### config.mk
export PLATFORM = sky130hd
export DESIGN_NAME = ps2_scancode_to_ascii_core
export DESIGN_NICKNAME = d
export VERILOG_FILES = /design/src/rtl/core/ps2sc_pkg.sv /design/src/rtl/core/ps2sc_decode.sv /design/src/rtl/core/ps2sc_out_stage.sv /design/src/rtl/core/ps2_scancode_to_ascii_core.sv
export VERILOG_INCLUDE_DIRS = /design/src /design/src/rtl/core
export SDC_FILE = /design/constraint.sdc
export NUM_CORES = 1
export LEC_CHECK = 0
export BUFFER_PORTS_ARGS = -buffer_cell sky130_fd_sc_hd__buf_4
export CAP_MARGIN = 20
export CORE_MARGIN = 2
export CORE_UTILIZATION = 45
export CTS_BUF_LIST = sky130_fd_sc_hd__clkbuf_4 sky130_fd_sc_hd__clkbuf_8
export DETAILED_ROUTE_END_ITERATION = 6
export SLEW_MARGIN = 25
export SYNTH_ARGS = -nofsm -noshare
export SYNTH_HDL_FRONTEND = slang
export SYNTH_SLANG_ARGS = --single-unit
### constraint.sdc
create_clock -name clock -period 6.9 [get_ports clock]
set_input_delay 0.69 -clock clock [delete_from_list [all_inputs] [get_ports clock]]
set_output_delay 0.69 -clock clock [all_outputs]
set_load 0.005 [all_outputs]
### src/rtl/core/ps2_scancode_to_ascii_core_macros.svh
// Assertion macros shared by the scancode translator RTL.
`ifndef PS2_SCANCODE_TO_ASCII_CORE_MACROS_SVH
`define PS2_SCANCODE_TO_ASCII_CORE_MACROS_SVH

// Same-cycle implication, gated off during reset.
`define PS2SC_ASSERT_NOW(label, clk, rst, ante, cons) \
   label: assert property (@(posedge clk) disable iff (rst) (ante) |-> (cons)) \
      else $error("ps2sc same-cycle check failed");

// Next-cycle implication, gated off during reset.
`define PS2SC_ASSERT_NEXT(label, clk, rst, ante, cons) \
   label: assert property (@(posedge clk) disable iff (rst) (ante) |=> (cons)) \
      else $error("ps2sc next-cycle check failed");

`endif

### src/rtl/core/ps2sc_pkg.sv
// Types, scancode constants and ROM functions for the scancode translator.
package ps2sc_pkg;

   localparam logic [7:0] SC_ERR_LO     = 8'h00;
   localparam logic [7:0] SC_ERR_HI     = 8'hFF;
   localparam logic [7:0] SC_PREFIX     = 8'hE0;
   localparam logic [6:0] SC_LSHIFT     = 7'h2A;
   localparam logic [6:0] SC_RSHIFT     = 7'h36;
   localparam logic [7:0] SC_CAPS       = 8'h3A;
   localparam logic [6:0] SC_UP         = 7'd72;
   localparam logic [6:0] SC_LEFT       = 7'd75;
   localparam logic [6:0] SC_RIGHT      = 7'd77;
   localparam logic [6:0] SC_DOWN       = 7'd80;
   localparam logic [6:0] PLAIN_ROM_SIZE = 7'd90;
   localparam logic [6:0] SHIFT_ROM_SIZE = 7'd59;

   localparam logic KIND_CHAR = 1'b0;
   localparam logic KIND_NAV  = 1'b1;

   typedef struct packed {
      logic shift_held;
      logic caps_on;
      logic extended_pending;
   } flags_type;

   typedef struct packed {
      logic       has_result;
      logic       kind;
      logic [6:0] code;
   } key_type;

   function automatic logic [6:0] plain_rom(input logic [6:0] idx);
      logic [6:0] ch;
      case (idx)
         7'd1:  ch = 7'h1B;
         7'd2:  ch = 7'h31;
         7'd3:  ch = 7'h32;
         7'd4:  ch = 7'h33;
         7'd5:  ch = 7'h34;
         7'd6:  ch = 7'h35;
         7'd7:  ch = 7'h36;
         7'd8:  ch = 7'h37;
         7'd9:  ch = 7'h38;
         7'd10: ch = 7'h39;
         7'd11: ch = 7'h30;
         7'd12: ch = 7'h2D;
         7'd13: ch = 7'h3D;
         7'd14: ch = 7'h08;
         7'd15: ch = 7'h09;
         7'd16: ch = 7'h71;
         7'd17: ch = 7'h77;
         7'd18: ch = 7'h65;
         7'd19: ch = 7'h72;
         7'd20: ch = 7'h74;
         7'd21: ch = 7'h79;
         7'd22: ch = 7'h75;
         7'd23: ch = 7'h69;
         7'd24: ch = 7'h6F;
         7'd25: ch = 7'h70;
         7'd26: ch = 7'h5B;
         7'd27: ch = 7'h5D;
         7'd28: ch = 7'h0A;
         7'd30: ch = 7'h61;
         7'd31: ch = 7'h73;
         7'd32: ch = 7'h64;
         7'd33: ch = 7'h66;
         7'd34: ch = 7'h67;
         7'd35: ch = 7'h68;
         7'd36: ch = 7'h6A;
         7'd37: ch = 7'h6B;
         7'd38: ch = 7'h6C;
         7'd39: ch = 7'h3B;
         7'd40: ch = 7'h27;
         7'd41: ch = 7'h60;
         7'd43: ch = 7'h5C;
         7'd44: ch = 7'h7A;
         7'd45: ch = 7'h78;
         7'd46: ch = 7'h63;
         7'd47: ch = 7'h76;
         7'd48: ch = 7'h62;
         7'd49: ch = 7'h6E;
         7'd50: ch = 7'h6D;
         7'd51: ch = 7'h2C;
         7'd52: ch = 7'h2E;
         7'd53: ch = 7'h2F;
         7'd55: ch = 7'h2A;
         7'd57: ch = 7'h20;
         7'd74: ch = 7'h2D;
         7'd78: ch = 7'h2B;
         default: ch = 7'h00;
      endcase
      return ch;
   endfunction

   function automatic logic [6:0] shift_rom(input logic [6:0] idx);
      logic [6:0] ch;
      case (idx)
         7'd1:  ch = 7'h1B;
         7'd2:  ch = 7'h21;
         7'd3:  ch = 7'h40;
         7'd4:  ch = 7'h23;
         7'd5:  ch = 7'h24;
         7'd6:  ch = 7'h25;
         7'd7:  ch = 7'h5E;
         7'd8:  ch = 7'h26;
         7'd9:  ch = 7'h2A;
         7'd10: ch = 7'h28;
         7'd11: ch = 7'h29;
         7'd12: ch = 7'h5F;
         7'd13: ch = 7'h2B;
         7'd14: ch = 7'h08;
         7'd15: ch = 7'h09;
         7'd16: ch = 7'h51;
         7'd17: ch = 7'h57;
         7'd18: ch = 7'h45;
         7'd19: ch = 7'h52;
         7'd20: ch = 7'h54;
         7'd21: ch = 7'h59;
         7'd22: ch = 7'h55;
         7'd23: ch = 7'h49;
         7'd24: ch = 7'h4F;
         7'd25: ch = 7'h50;
         7'd26: ch = 7'h7B;
         7'd27: ch = 7'h7D;
         7'd28: ch = 7'h0A;
         7'd30: ch = 7'h41;
         7'd31: ch = 7'h53;
         7'd32: ch = 7'h44;
         7'd33: ch = 7'h46;
         7'd34: ch = 7'h47;
         7'd35: ch = 7'h48;
         7'd36: ch = 7'h4A;
         7'd37: ch = 7'h4B;
         7'd38: ch = 7'h4C;
         7'd39: ch = 7'h3A;
         7'd40: ch = 7'h22;
         7'd41: ch = 7'h7E;
         7'd43: ch = 7'h7C;
         7'd44: ch = 7'h5A;
         7'd45: ch = 7'h58;
         7'd46: ch = 7'h43;
         7'd47: ch = 7'h56;
         7'd48: ch = 7'h42;
         7'd49: ch = 7'h4E;
         7'd50: ch = 7'h4D;
         7'd51: ch = 7'h3C;
         7'd52: ch = 7'h3E;
         7'd53: ch = 7'h3F;
         7'd55: ch = 7'h2A;
         7'd57: ch = 7'h20;
         default: ch = 7'h00;
      endcase
      return ch;
   endfunction

endpackage

### src/rtl/core/ps2sc_decode.sv
// Combinational scancode decode: flag update and character lookup.
module ps2sc_decode (
   input  logic [7:0]            scan_byte,
   input  ps2sc_pkg::flags_type  flags,
   output ps2sc_pkg::flags_type  flags_next,
   output ps2sc_pkg::key_type    key
);
   import ps2sc_pkg::*;

   logic [6:0] low7;
   logic [6:0] ch;
   logic [6:0] ch_case;
   logic       is_arrow;

   assign low7     = scan_byte[6:0];
   assign is_arrow = (low7 == SC_UP) || (low7 == SC_LEFT) ||
                     (low7 == SC_RIGHT) || (low7 == SC_DOWN);

   always_comb begin
      if (flags.shift_held && (low7 < SHIFT_ROM_SIZE)) begin
         ch = shift_rom(low7);
      end else begin
         ch = plain_rom(low7);
      end
      // caps lock flips letter case only
      if (flags.caps_on && (((ch >= 7'h61) && (ch <= 7'h7A)) ||
                            ((ch >= 7'h41) && (ch <= 7'h5A)))) begin
         ch_case = ch ^ 7'h20;
      end else begin
         ch_case = ch;
      end
   end

   always_comb begin
      flags_next     = flags;
      key.has_result = 1'b0;
      key.kind       = KIND_CHAR;
      key.code       = ch_case;
      if ((scan_byte == SC_ERR_LO) || (scan_byte == SC_ERR_HI)) begin
         flags_next.extended_pending = 1'b0;
      end else if (scan_byte == SC_PREFIX) begin
         flags_next.extended_pending = 1'b1;
      end else if (scan_byte[7]) begin
         // break code
         flags_next.extended_pending = 1'b0;
         if ((low7 == SC_LSHIFT) || (low7 == SC_RSHIFT)) begin
            flags_next.shift_held = 1'b0;
         end
      end else if ((low7 == SC_LSHIFT) || (low7 == SC_RSHIFT)) begin
         flags_next.shift_held = 1'b1;
      end else if (scan_byte == SC_CAPS) begin
         flags_next.caps_on          = ~flags.caps_on;
         flags_next.extended_pending = 1'b0;
      end else if (flags.extended_pending) begin
         flags_next.extended_pending = 1'b0;
         key.has_result              = is_arrow;
         key.kind                    = KIND_NAV;
         key.code                    = low7;
      end else if (low7 < PLAIN_ROM_SIZE) begin
         key.has_result = (ch_case != 7'h00);
      end
   end

endmodule

### src/rtl/core/ps2sc_out_stage.sv
// Result register for the translator's output channel.
module ps2sc_out_stage (
   input  logic               clock,
   input  logic               reset,
   input  logic               load,
   input  ps2sc_pkg::key_type key,
   output logic               can_load,
   output logic               rsp_tvalid,
   input  logic               rsp_tready,
   output logic [7:0]         rsp_tdata,   // [6:0] key_code, [7] zero
   output logic               rsp_tuser    // [0] key_kind
);
   import ps2sc_pkg::*;

   logic       valid_ff, valid_in;
   logic       kind_ff;
   logic [6:0] code_ff;

   assign can_load = ~valid_ff | rsp_tready;
   assign valid_in = load | (valid_ff & ~rsp_tready);

   always_ff @(posedge clock) begin
      if (reset) begin
         valid_ff <= 1'b0;
      end else begin
         valid_ff <= valid_in;
      end
   end

   always_ff @(posedge clock) begin
      if (load) begin
         kind_ff <= key.kind;
         code_ff <= key.code;
      end
   end

   assign rsp_tvalid = valid_ff;
   assign rsp_tdata  = {1'b0, code_ff};
   assign rsp_tuser  = kind_ff;

endmodule

### src/rtl/core/ps2_scancode_to_ascii_core.sv
// PS/2 set-1 scancode to ASCII translator, top level.
// Path: an accepted scancode passes the input register, then the result register,
// which drives rsp_tvalid; it waits in the input register while the output is full.
// Throughput: one scancode per cycle while the output is not stalled; the decode
// between the two registers is one table lookup plus flag update.
// Reset: clears shift, caps lock, pending prefix and both valid bits.
module ps2_scancode_to_ascii_core (
   input  logic       clock,
   input  logic       reset,
   input  logic       req_tvalid,
   output logic       req_tready,
   input  logic [7:0] req_tdata,   // [7:0] scan_byte
   output logic       rsp_tvalid,
   input  logic       rsp_tready,
   output logic [7:0] rsp_tdata,   // [6:0] key_code, [7] zero pad
   output logic       rsp_tuser    // [0] key_kind: 0 char, 1 arrow key
);
   import ps2sc_pkg::*;

`include "ps2_scancode_to_ascii_core_macros.svh"

   // input register
   logic       s1_valid_ff, s1_valid_in;
   logic [7:0] s1_byte_ff;

   // keyboard state, updated as each item leaves the input register
   flags_type  flags_ff, flags_in;
   flags_type  flags_next;
   key_type    key;

   logic       out_can_load;
   logic       s1_advance;
   logic       out_load;

   // helpers for the checks below
   logic       rsp_is_arrow;
   logic       caps_retire;

   ps2sc_decode u_decode (
      .scan_byte  (s1_byte_ff),
      .flags      (flags_ff),
      .flags_next (flags_next),
      .key        (key)
   );

   // an item with no result retires even while the output is full
   assign s1_advance  = s1_valid_ff & (~key.has_result | out_can_load);
   assign out_load    = s1_advance & key.has_result;
   assign req_tready  = ~s1_valid_ff | s1_advance;
   assign s1_valid_in = (req_tvalid & req_tready) | (s1_valid_ff & ~s1_advance);
   assign flags_in    = s1_advance ? flags_next : flags_ff;

   always_ff @(posedge clock) begin
      if (reset) begin
         s1_valid_ff <= 1'b0;
         flags_ff    <= '0;
      end else begin
         s1_valid_ff <= s1_valid_in;
         flags_ff    <= flags_in;
      end
   end

   always_ff @(posedge clock) begin
      if (req_tvalid & req_tready) begin
         s1_byte_ff <= req_tdata;
      end
   end

   ps2sc_out_stage u_out (
      .clock      (clock),
      .reset      (reset),
      .load       (out_load),
      .key        (key),
      .can_load   (out_can_load),
      .rsp_tvalid (rsp_tvalid),
      .rsp_tready (rsp_tready),
      .rsp_tdata  (rsp_tdata),
      .rsp_tuser  (rsp_tuser)
   );

   assign rsp_is_arrow = (rsp_tdata[6:0] == SC_UP) || (rsp_tdata[6:0] == SC_LEFT) ||
                         (rsp_tdata[6:0] == SC_RIGHT) || (rsp_tdata[6:0] == SC_DOWN);
   assign caps_retire  = s1_advance && (s1_byte_ff == SC_CAPS);

   // navigation results carry only arrow codes
   `PS2SC_ASSERT_NOW(a_nav_is_arrow, clock, reset, rsp_tvalid && rsp_tuser, rsp_is_arrow)
   // characters are never NUL
   `PS2SC_ASSERT_NOW(a_char_nonzero, clock, reset, rsp_tvalid && !rsp_tuser, rsp_tdata[6:0] != 7'h00)
   // with room downstream the input register never holds an item back
   `PS2SC_ASSERT_NOW(a_no_false_stall, clock, reset, !rsp_tvalid, req_tready)
   // caps lock moves only on a retired caps make code
   `PS2SC_ASSERT_NEXT(a_caps_stable, clock, reset, !caps_retire, $stable(flags_ff.caps_on))

endmodule

After elaboration in Yosys (flattened, before gate mapping). Memories as Yosys holds them, arrays and structs flattened. A register that Yosys moved wholly into a read port is not among the register bits. Cells that the tools add are included.

Memory bits (read-only): 1344. Bits in registers: 21. Word-level logic and storage cells: 83. Output and inout port bits: 11. Input port bits: 12. Memories kept: 2.

$lt $le $gt $ge: 6. Bitwise gates (word level): 21. Equality and inequality tests: 10. Reductions and logical operators: 16. Muxes and demuxes: 20.

Memory list: (no name shown) (words 128, bits a word 7, read ports 1, clocked after memory_dff 1, wr ports 0, line ps2sc_pkg.sv:34) `case (idx)`; (no name shown) (words 64, bits a word 7, read ports 1, clocked after memory_dff 1, wr ports 0, line ps2sc_pkg.sv:97) `case (idx)`.

Operator list (count): 9-bit two-way mux (5); 7-bit equality test, second input constant (4); 7-bit two-way mux (3); 8-bit equality test, second input constant (2); 7-bit by 6-bit equality test with 1-bit output, second input constant (2); 7-bit >= comparator, second input constant (2); 7-bit less-or-equal comparator, second input constant (2); 6-bit two-way mux (2); 1-bit inverter (11); 1-bit two-way mux (9); 8-bit by 6-bit equality test with 1-bit output, second input constant (1); 8-bit zero test (1); 8-bit two-way mux (1); 7-bit by 6-bit < comparator with 1-bit output, second input constant (1); 7-bit < comparator, second input constant (1); 7-bit nonzero test (1); 1-bit logical OR (6); 6-bit AND reduction (1); 1-bit bitwise AND (5); 1-bit OR (5); 5-bit OR reduction (1); 1-bit logical AND (4); 4-bit by 2-bit inequality test with 1-bit output, second input constant (1); 4-bit AND reduction (1); 2-bit AND reduction (1).

Longest topological paths before layout.
Depth in word-level cells: 22. Depth in mapped cells: 18. Gate-level depth less buffers: 14.

Hierarchy. Synthesis repeated with hierarchy kept, for this count alone.

Cell total of the unflattened synthesis: 283. Area total of the unflattened synthesis: 2314.7 um^2.

By module, submodules not included: ps2sc_decode (seq. area each 0.0 um^2, area an instance 1579.0 um^2, cells an instance 241, instances 1); ps2_scancode_to_ascii_core (seq. area each 320.3 um^2, area an instance 437.9 um^2, cells an instance 28, instances 1); ps2sc_out_stage (seq. area each 260.2 um^2, area an instance 297.8 um^2, cells an instance 14, instances 1).

Worst setup path before layout. Ideal clock, no wire load.

Kind: in2reg. Start: input rsp_tready. End: register with a tool-made name. Setup slack: 2.922 ns. Setup time: 0.114 ns. Data required time: 6.786 ns. Arrival time: 3.863 ns. Cell stages on the path: 17. Path buffers: 3. Cells stage by stage: nor2b_1 -> and2_1 -> or4b_1 -> o221ai_4 -> inv_4 -> buf_6 -> buf_6 -> mux2i_1 -> inv_1 -> ha_1 -> clkbuf_1 -> inv_1 -> nor2_1 -> o21ai_0 -> a211oi_2 -> a211oi_1 -> a21bo_1.

RTL lines: start, declared (line ps2_scancode_to_ascii_core.sv:14) `input logic rsp_tready,`.

==> results.sh <==
export IMPL_clock_skew_ns=0.01252
export IMPL_diodes=0
export IMPL_yosys_area_share_adder_pct=4.760
export IMPL_power_density_nw_per_um2=173.9
export IMPL_grt_pass1_vias=2997
export IMPL_dp_hpwl_um=7245
export IMPL_syn_area_per_cell_um2=8.136
export IMPL_vias_per_cell=6.393
export IMPL_fin_crit_ns=5.243
export IMPL_antenna_found_initial=0
export IMPL_worstPathArrival_ns=5.39
export IMPL_rr_worst_depth=14
export IMPL_yosysSeqAreaShare_pct=25.19
export IMPL_ys_ff_latch=35
export IMPL_synthSimpleGateAreaFrac_pct=19.33
export IMPL_period_share_pct=75.98
export IMPL_first_iter_violations=437
export IMPL_cts_buffer_depth=2
export IMPL_vias=3286
export IMPL_fillers=731
export IMPL_drt_total_wl_um=10160
export IMPL_status="finished clean"
export IMPL_worstHoldPathType="flip-flop to flip-flop"
export IMPL_synthesis_nets=445
export IMPL_cp_end_kind="flip-flop"
export IMPL_wl_met3_um=749
export IMPL_grt_overflow_total=0
export IMPL_fp_dieH_um=91.14
export IMPL_peakVddDrop_uv=68.94
export IMPL_portBuffers=21
export IMPL_synth_area_um2=3417
export IMPL_synthArstFlopShare_pct=0
export IMPL_top_layer_used="met4"
export IMPL_holdPathStages=2
export IMPL_critPathRequiredTime_ns=7.05
export IMPL_met2_length_um=4559
export IMPL_finalMaxSlewViolations=0
export IMPL_worst_hold_slack_ns=0.5021
export IMPL_synthToLayoutAreaGrowth_pct=6.591
export IMPL_final_nets=439
export IMPL_grt_start_max_net_pins=38
export IMPL_cts_resized=0
export IMPL_drc_errors=0
export IMPL_rr_startpoint="s1_byte_ff[3]"
export IMPL_rows=31
export IMPL_cts_inserted_buffers=5
export IMPL_dieArea_um2=8307
export IMPL_ff2ff_setup_slack_ns=1.66
export IMPL_cts_sinks=35
export IMPL_wire_per_inst_um=19.77
export IMPL_ctsHoldBuffers=0
export IMPL_tightest_slew_ns=0.9412
export IMPL_crit_path_start_kind="flip-flop"
export IMPL_relSlewSlack_pct=37.26
export IMPL_synthFlopType="dfxtp_1"
export IMPL_muxShareOfSynthArea_pct=15.38
export IMPL_layout_drive_gt1_share_pct=14.94
export IMPL_synth_top_family_by_area="compound AO/OA/AOI/OAI gates"
export IMPL_fin_setup_tns_ns=0
export IMPL_postCtsSetupRepairBufs=0
export IMPL_synth_compound_area_share_pct=27.06
export IMPL_clk_pin_slew_ns=0.08
export IMPL_hold_path_startpoint="flags_ff[0]"
export IMPL_grtUsageTotal_pct=24.32
export IMPL_htreeDepth=2
export IMPL_multiInputGateArea_um2=2295
export IMPL_antenna_left=0
export IMPL_grt_pass1_wl_um=16130
export IMPL_hold_end="flags_ff[0]"
export IMPL_yosys_warnings=0
export IMPL_clock_latency_ns=0.29
export IMPL_die_x_um=91.14
export IMPL_core_um2=7292
export IMPL_start_util_pct=46.86
export IMPL_seqCellArea_um2=860.8
export IMPL_finalSetupViolations=0
export IMPL_first_pass_iters=5
export IMPL_criticalPathCategory="flip-flop to flip-flop"
export IMPL_synthCells=420
export IMPL_fmax_mhz=190.7
export IMPL_rsz0062_at_grt="no"
export IMPL_io_pins=23
export IMPL_drv_cap=0
export IMPL_cts_root_buffer="clkbuf_8"
export IMPL_yosysUniqueCellTypes=76
export IMPL_synth_edf_count=16
export IMPL_tritoncts="done"
export IMPL_hold_viol=0
export IMPL_critical_path_max_fanout=37
export IMPL_leakage_nw=1.431
export IMPL_wl_met1_um=4417
export IMPL_synth_xor_xnor_area_share_pct=0.5126
export IMPL_gp_congestion=0.9952
[layer usage]
metal / GRT usage, % / vias to the layer above
met3: 3.900 / 39
met2: 38.21 / 182
met1: 32.75 / 1517
met5: 0 / -
met4: 11.11 / 0
li1: - / 1548
[synthesized netlist by cell type, drive strengths merged, types with 2 or more instances]
master / instances / share of area, %
clkbuf: 17 / 1.9
mux2i: 29 / 9.3
a211oi: 5 / 1.2
a31oi: 7 / 1.3
nor3: 8 / 1.2
ha: 13 / 4.8
nand2b: 7 / 1.3
inv: 18 / 2.1
a32oi: 2 / 0.51
nand3b: 2 / 0.44
or4: 3 / 0.77
or4b: 2 / 0.59
a22oi: 2 / 0.44
o21ai: 29 / 4.2
nor4: 3 / 0.55
nor2b: 9 / 1.6
o211ai: 6 / 1.3
a21o: 3 / 0.66
o31ai: 2 / 0.44
nor3b: 2 / 0.44
nand2: 37 / 4.1
o311ai: 3 / 0.77
o22ai: 2 / 0.37
and2: 2 / 0.37
dfxtp: 19 / 11
edfxtp: 16 / 14
and3: 4 / 0.73
buf: 20 / 3.7
nor2: 36 / 4.0
o221ai: 6 / 2.1
a21boi: 5 / 1.1
o31a: 2 / 0.51
a211o: 2 / 0.51
a21oi: 37 / 5.5
mux2: 16 / 5.4
nand3: 11 / 1.6
a311oi: 3 / 0.77
nand4: 2 / 0.37
o2111ai: 5 / 1.3
[area by class of cell]
cell class	count	share of cell area, %
multi-input combinational	330	63.00
sequential	35	23.63
timing repair buffer	24	4.947
tap	99	3.401
inverter	18	1.924
clock buffer	5	1.889
clock inverter	3	1.202
[cells in the final DEF (no fill, tap or decap), types with 3 or more instances in the layout]
cell and instances:
nand2_1 37, edfxtp_1 16, mux2i_1 26, a21o_1 3, nor2b_1 9, clkbuf_8 5, a211oi_1 4, buf_4 24
o21ai_0 27, o211ai_1 6, nor4_1 3, and3_1 4, nor2_1 36, nor3_1 8, a311oi_1 3, mux2_2 15
nand3_1 11, nand2b_1 7, o221ai_1 5, dfxtp_1 19, o311ai_1 3, inv_1 15, a21oi_1 36, a31oi_1 7
a21boi_0 3, o2111ai_1 5, ha_1 13
[stage by stage]
stage | setup WS [ns] | util [%] | std cells | power, W | area [µm²]
after detailed placement | 1.802 | 48.40 | 506 | 0.0004448 | 3530
final | 1.657 | 49.95 | 514 | 0.0006332 | 3642
after CTS | 1.791 | 49.95 | 514 | 0.0006302 | 3642
after floorplan | 2.922 | - | 420 | 0.0003953 | 3417
after global placement | 1.895 | 48.40 | 506 | 0.0004442 | 3530
after global routing | 1.352 | 49.95 | 514 | 0.0006637 | 3642
[where the power goes]
group / leakage [nW] / switching [W] / internal, W
registers: 0.310 / 0.0000209 / 0.000236
clock network: 0.0581 / 0.0000789 / 0.000108
logic: 1.06 / 0.000117 / 0.0000731
total: 1.43 / 0.000217 / 0.000417
[logic make-up after synthesis]
kind of cell | Yosys count
adders and majority gates | 13
and+or+nand+nor | 133
xor gates and xnor gates | 2
DFF | 35
AOI/OAI and AO/OA | 135
buffers and inverters | 55
muxes | 46
other | 1
[how the worst max path moves through the flow]
| stage | from | cells past startpoint | endpoint |
|---|---|---|---|
| after CTS | s1_byte_ff[3] | 14 | flip-flop |
| after detailed placement | s1_byte_ff[3] | 14 | flip-flop |
| after floorplan | rsp_tready | 17 | flip-flop |
| after global routing | s1_byte_ff[3] | 14 | flip-flop |
| final | s1_byte_ff[3] | 14 | flip-flop |
| after global placement | s1_byte_ff[3] | 14 | flip-flop |
[critical path, cell delays in order, from the launching register on]
cell and delay (ns):
edfxtp_1 0.97, nor2_1 0.24, a31o_1 0.30, or4b_1 0.57
o221ai_4 0.15, buf_4 0.39, inv_4 0.30, mux2i_1 0.48
inv_1 0.18, ha_1 0.51, mux2i_1 0.16, a22oi_1 0.22
a211oi_1 0.13, a221oi_2 0.30, o311ai_1 0.18
(Power assumes the default switching activity.)
